**src/sv/aclru_pkg.sv**
```systemverilog
`timescale 1ns / 1ps
// ----------------------------------------------------------------------------
// aclru_pkg
// Shared constants and types for the aging-counter LRU replacement policy.
// ----------------------------------------------------------------------------
package aclru_pkg;

	localparam int ENTRIES = 16;
	localparam int IDX_W   = (ENTRIES > 1) ? $clog2(ENTRIES) : 1;
	localparam int AGE_W   = 64;
	localparam int CNT_W   = 32;
	localparam int ENTRY_W = 4;

	typedef struct packed {
		logic               lookup_hit;
		logic [ENTRY_W-1:0] found_index;
	} req_t;

	typedef struct packed {
		logic               was_hit;
		logic [ENTRY_W-1:0] entry_index;
		logic [CNT_W-1:0]   hit_total;
		logic [CNT_W-1:0]   miss_total;
	} res_t;

	// controller to datapath
	typedef struct packed {
		logic capture;
		logic step;
		logic finish;
	} cmd_t;

	// datapath to controller
	typedef struct packed {
		logic sweep_last;
	} sts_t;

endpackage

```
**src/sv/aclru_ctrl.sv**
```systemverilog
`timescale 1ns / 1ps
// ----------------------------------------------------------------------------
// aclru_ctrl
// Sequencer: takes a transaction, walks the age sweep, then issues the update.
// ----------------------------------------------------------------------------
module aclru_ctrl (
	input  logic              clk,
	input  logic              arst_n,
	input  logic              start,
	output logic              busy,
	input  aclru_pkg::sts_t   sts,
	output aclru_pkg::cmd_t   cmd
);
	import aclru_pkg::*;

	localparam logic [1:0] ST_IDLE   = 2'd0;
	localparam logic [1:0] ST_SWEEP  = 2'd1;
	localparam logic [1:0] ST_UPDATE = 2'd2;

	logic [1:0] state_q;
	logic [1:0] state_d;

	always_comb begin
		state_d     = state_q;
		cmd.capture = 1'b0;
		cmd.step    = 1'b0;
		cmd.finish  = 1'b0;
		case (state_q)
			ST_IDLE: begin
				if (start) begin
					cmd.capture = 1'b1;
					state_d     = ST_SWEEP;
				end
			end
			ST_SWEEP: begin
				cmd.step = 1'b1;
				if (sts.sweep_last) begin
					state_d = ST_UPDATE;
				end
			end
			ST_UPDATE: begin
				cmd.finish = 1'b1;
				state_d    = ST_IDLE;
			end
			default: begin
				state_d = ST_IDLE;
			end
		endcase
	end

	always_ff @(posedge clk or negedge arst_n) begin
		if (!arst_n) begin
			state_q <= ST_IDLE;
		end else begin
			state_q <= state_d;
		end
	end

	assign busy = (state_q != ST_IDLE);

endmodule

```
**src/sv/aclru_dp.sv**
```systemverilog
`timescale 1ns / 1ps
// ----------------------------------------------------------------------------
// aclru_dp
// Age registers, shared 64-bit incrementer and oldest-entry tracker,
// hit/miss counters and the result register.
// ----------------------------------------------------------------------------
module aclru_dp (
	input  logic              clk,
	input  logic              arst_n,
	input  aclru_pkg::cmd_t   cmd,
	output aclru_pkg::sts_t   sts,
	input  aclru_pkg::req_t   req,
	output logic              done,
	output aclru_pkg::res_t   res
);
	import aclru_pkg::*;

	logic [AGE_W-1:0] age_q [ENTRIES];
	logic [IDX_W-1:0] sweep_cnt_q;
	logic [AGE_W-1:0] oldest_age_q;
	logic [IDX_W-1:0] oldest_idx_q;
	logic             hit_q;
	logic [ENTRY_W-1:0] idx_q;
	logic [CNT_W-1:0] hit_cnt_q;
	logic [CNT_W-1:0] miss_cnt_q;
	logic             done_q;
	res_t             res_q;

	logic [AGE_W-1:0] aged;
	logic             hit_ok;
	logic [IDX_W-1:0] chosen;
	logic [CNT_W-1:0] hit_cnt_d;
	logic [CNT_W-1:0] miss_cnt_d;

	assign aged   = age_q[sweep_cnt_q] + AGE_W'(1);
	// hit with an index past the last entry counts as a miss
	assign hit_ok = hit_q && (32'(idx_q) < 32'(ENTRIES));
	assign chosen = hit_ok ? IDX_W'(idx_q) : oldest_idx_q;
	assign hit_cnt_d  = hit_ok ? hit_cnt_q + CNT_W'(1) : hit_cnt_q;
	assign miss_cnt_d = hit_ok ? miss_cnt_q : miss_cnt_q + CNT_W'(1);

	assign sts.sweep_last = (sweep_cnt_q == IDX_W'(ENTRIES - 1));

	always_ff @(posedge clk or negedge arst_n) begin
		if (!arst_n) begin
			for (int i = 0; i < ENTRIES; i++) begin
				age_q[i] <= '0;
			end
		end else if (cmd.step) begin
			age_q[sweep_cnt_q] <= aged;
		end else if (cmd.finish) begin
			age_q[chosen] <= '0;
		end
	end

	always_ff @(posedge clk) begin
		if (cmd.capture) begin
			hit_q        <= req.lookup_hit;
			idx_q        <= req.found_index;
			sweep_cnt_q  <= '0;
			oldest_age_q <= '0;
			oldest_idx_q <= '0;
		end else if (cmd.step) begin
			sweep_cnt_q <= sweep_cnt_q + IDX_W'(1);
			// strict compare keeps the lowest index among equal ages
			if (aged > oldest_age_q) begin
				oldest_age_q <= aged;
				oldest_idx_q <= sweep_cnt_q;
			end
		end
	end

	always_ff @(posedge clk or negedge arst_n) begin
		if (!arst_n) begin
			hit_cnt_q  <= '0;
			miss_cnt_q <= '0;
			done_q     <= 1'b0;
		end else begin
			done_q <= cmd.finish;
			if (cmd.finish) begin
				hit_cnt_q  <= hit_cnt_d;
				miss_cnt_q <= miss_cnt_d;
			end
		end
	end

	always_ff @(posedge clk) begin
		if (cmd.finish) begin
			res_q.was_hit     <= hit_ok;
			res_q.entry_index <= ENTRY_W'(chosen);
			res_q.hit_total   <= hit_cnt_d;
			res_q.miss_total  <= miss_cnt_d;
		end
	end

	assign done = done_q;
	assign res  = res_q;

endmodule

```
**src/sv/aging_counter_lru_policy.sv**
```systemverilog
`timescale 1ns / 1ps
// ----------------------------------------------------------------------------
// aging_counter_lru_policy
// Aging-counter LRU replacement policy for a 16-entry fully associative cache.
// ----------------------------------------------------------------------------
// A transaction is taken by start when busy is low; busy then stays high
// through the sweep, in which a single 64-bit incrementer and comparator
// ages one entry per cycle and tracks the oldest, and the update state, and
// the result appears on res with done high for exactly one cycle, the first
// cycle with busy low again. The receiver cannot stall: the result must be
// taken in that cycle. A new start may be given in that same cycle.
module aging_counter_lru_policy (
	input  logic            clk,
	input  logic            arst_n,
	input  logic            start,
	output logic            busy,
	input  aclru_pkg::req_t req,
	output logic            done,
	output aclru_pkg::res_t res
);
	import aclru_pkg::*;

	cmd_t cmd;
	sts_t sts;

	aclru_ctrl u_ctrl (
		.clk    (clk),
		.arst_n (arst_n),
		.start  (start),
		.busy   (busy),
		.sts    (sts),
		.cmd    (cmd)
	);

	aclru_dp u_dp (
		.clk    (clk),
		.arst_n (arst_n),
		.cmd    (cmd),
		.sts    (sts),
		.req    (req),
		.done   (done),
		.res    (res)
	);

endmodule

```
**config.mk**
```make
export PLATFORM = sky130hd
export DESIGN_NAME = aging_counter_lru_policy
export DESIGN_NICKNAME = d
export VERILOG_FILES = /design/src/sv/aclru_pkg.sv /design/src/sv/aclru_ctrl.sv /design/src/sv/aclru_dp.sv /design/src/sv/aging_counter_lru_policy.sv
export SDC_FILE = /design/constraint.sdc
export NUM_CORES = 2
export LEC_CHECK = 0
export BUFFER_PORTS_ARGS = -buffer_cell sky130_fd_sc_hd__buf_4
export CORE_MARGIN = 2
export CORE_UTILIZATION = 38
export CTS_CLUSTER_DIAMETER = 30
export CTS_CLUSTER_SIZE = 16
export DETAILED_ROUTE_END_ITERATION = 10
export PLACE_DENSITY_LB_ADDON = 0.2
export SYNTH_ARGS = -nofsm -noshare
export SYNTH_HDL_FRONTEND = slang
export SYNTH_HIERARCHICAL = 1
export SYNTH_SLANG_ARGS = --single-unit
```
**constraint.sdc**
```tcl
create_clock -name clk -period 8.05 [get_ports clk]
set_clock_uncertainty 0.15 [all_clocks]
set_input_delay 1.61 -clock clk [delete_from_list [all_inputs] [get_ports clk]]
set_output_delay 1.61 -clock clk [all_outputs]
set_load 0.01 [all_outputs]
```
==> results.ini <==
[hold_path]
hold_depth=2
min_path_type=register to register
hp-start=u_dp/age_q[261]$_DFFE_PN0P_

[sta]
max-slew-margin-rel_pct=16.8
timing.fmax_ghz=0.135
period_needed_ps=7400
setup_violations=0
grt_setup_unrepaired=no
tightest_slew_ps=1250
min_period_over_period_pct=92.0
fin_hold_ws_ps=320
setup_tns_ps=0
slew_violations=0
hold_viol=0

[setup_path]
worst_r2r_path_depth=19
regToRegStartpoint=u_dp/sweep_cnt_q[1]$_SDFFE_PP0P_
critPathKind=register to register
cp.required_ps=8620
crit_chain=buf_12 > buf_12 > mux4_2 > a22oi_1 > nand2_1 > nand4_1 > nor4_1 > nand4_1 > o21ai_0 > nand2_1 > ha_1 > nand4_1 > nor4_1 > and3_1 > nand2_1 > o211a_1 > nor2_4 > buf_4 > a311oi_1
cp_max_fo=35
r2r_slack_ps=650
critPathSlowestCell=nor4_1
critPathLaunchType=register
critPathLaunch=u_dp/sweep_cnt_q[1]$_SDFFE_PP0P_
cp.depth=19
max_stage_delay_ps=840
worstSetupEndpointType=register
path_delay_family=simple AND/OR/NAND/NOR gates
cp.buffers_inverters=3
cp.arrival_ps=7980

[synthesis]
syn_inst=5862
syn_area_um2=61200
seq_area_frac_synth_pct=50.6
synth_edf_count=74
yosys.area.top_type=dfrtp_1
synth_top_area_share_pct=44.6
ys_top_cells_by_area=dfrtp_1, mux4_2, o21ai_0, nand2_1, a221o_1
synthFlopType=dfrtp_1
synth-seq-cells=1237
synth_cell_types=87
synth_fp_nets=5941
postSynthAreaPerCell_um2=10.4
async_flop_share_pct=88.2
yosys_warnings=6

[global_route]
grt_pass1_vias=50100
overflow=0
grt_start_max_net_pins=185
antenna_found_initial=7
grt.total_usage_pct=26.9
grt_pass1_wl_mm=333

[cells_and_area]
layout_common_cells=dfrtp_1, nand2_1, o21ai_0
utilization_pct=46.5
fin_cells=8245
drive_above_1_share_pct=19.1
nNetsFinal=5926
final.fill_count=14700
design_area_um2=74500
area_growth_pct=21.7
final_common_cell=dfrtp_1

[power]
leakagePower_uw=0.0319
powerDensity_nw_per_um2=363
peakVddDrop_v=0.000222

[clock_tree]
clk_latency_ps=930
clock_sinks=1237
ctsResizeCount=0
cts.path.max_buffers=4
htreeDepth=5
clk_pin_slew_worst_paths_ps=50
post_cts_buffers=0
cts_buffers=310
cts_hold_buf=0
cts_tree=yes
clockRootBuffer=clkbuf_16

[die]
die_w_um=405
top_level_ports=79
dieArea_um2=164000
coreArea_um2=160000
initial_utilization_pct=38.2
rows=147
die-height_um=405

[detailed_routing]
dr.pass1.iters=6
vias=50300
antenna_left=0
first_iter_violations=5816
drc_errors=0
via_per_inst=6.10
detail_route.wl_per_cell_um=26.9
wl_mm=222

[status]
outcome=finished clean

[placement]
dpl.hpwl_mm=123
post-place-cells=7695
postPlaceCellArea_um2=63900
numPortBuffers=78
routabilityCongestion=0.875

[run]
maxCapViolations=0

[worst register-to-register path, delay by kind of cell (launching register included)]
kind | cells | cell delay (ps)
and+or+nand+nor | 10 | 3770
DFF | 1 | 740
buffers and inverters | 3 | 970
AOI/OAI and AO/OA | 4 | 1030
adders and majority gates | 1 | 320
muxes | 1 | 250
[area by class of cell]
| class | count | area [µm²] | area share (%) |
|---|---|---|---|
| Timing Repair Buffer | 284 | 2350 | 3.16 |
| Clock inverter | 162 | 1920 | 2.58 |
| Clock buffer | 386 | 8640 | 11.6 |
| Antenna cell | 2 | 5.00 | 0.00672 |
| Multi-Input combinational cell | 3889 | 27400 | 36.8 |
| Tap cell | 2160 | 2700 | 3.63 |
| Sequential cell | 1237 | 31000 | 41.6 |
| Inverter | 125 | 469 | 0.630 |
[cell families (layout without fill, tap and decap cells)]
family	Yosys count	in the layout	share of synthesized area [%]
fa+ha+maj	71	71	1.45
buf+inv	736	957	5.45
xor+xnor	170	170	2.43
other cells	0	2	0
mux	292	292	10.3
compound gates	1435	1435	15.4
flops	1237	1237	50.6
simple gates	1921	1921	14.3
[final timing paths]
check | to
setup / recovery | u_dp/oldest_age_q[53]$_SDFFE_PP0P_
hold / removal | u_dp/age_q[261]$_DFFE_PN0P_
setup reg to reg | u_dp/oldest_age_q[53]$_SDFFE_PP0P_
hold reg to reg | u_dp/age_q[261]$_DFFE_PN0P_
max in group asynchronous | u_dp/age_q[790]$_DFFE_PN0P_
min in group asynchronous | u_dp/age_q[928]$_DFFE_PN0P_
[per-stage QoR]
| stage | setup WS, ps | total power, µW |
|---|---|---|
| detailed placement | 763 | 14400 |
| CTS | 755 | 27000 |
| global placement | 826 | 14300 |
| global route | 358 | 27900 |
| floorplan | 2340 | 11600 |
| finish | 648 | 27000 |
[where the power goes]
| group | total [µW] | internal, µW | switching [µW] | leakage [µW] |
|---|---|---|---|---|
| sequential | 7210 | 6830 | 375 | 0.0163 |
| clock | 12600 | 8660 | 3900 | 0.00513 |
| combinational | 7270 | 2150 | 5120 | 0.0105 |
[sequential cells by signal (all words and copies together) (netlist names)]
name and count:
u_dp/age_q 1024, u_dp/res 69, u_dp/oldest_age_q 64, u_dp/hit_cnt_q 32, u_dp/miss_cnt_q 32, u_dp/idx_q 4
u_dp/oldest_idx_q 4, u_dp/sweep_cnt_q 4, u_ctrl/state_q 2, u_dp/done 1, u_dp/hit_ok 1
[Yosys cell counts, drive strengths merged (22+ instances only)]
library cell and number:
a211oi 61, a21oi 104, a221o 257, a22o 37, a22oi 84, a32oi 32, and2 33, buf 150
clkbuf 442, dfrtp 1091, dfxtp 72, edfxtp 74, ha 71, inv 125, mux4 266, nand2 950
nand3 138, nand4 77, nor2 339, nor3 84, nor4 195, o211ai 35, o21ai 738, o31ai 22
xnor2 108, xor2 62
[metal layers]
layer / part of all wire (%) / routed length [µm] / track usage, %
met2: 45 / 101000 / 41.2
met5: 0.019 / 43 / 0
met4: 3.2 / 6990 / 9.44
met1: 42 / 94300 / 37.5
met3: 8.9 / 19800 / 6.08
No activity file was read; power rests on OpenSTA's default activity.
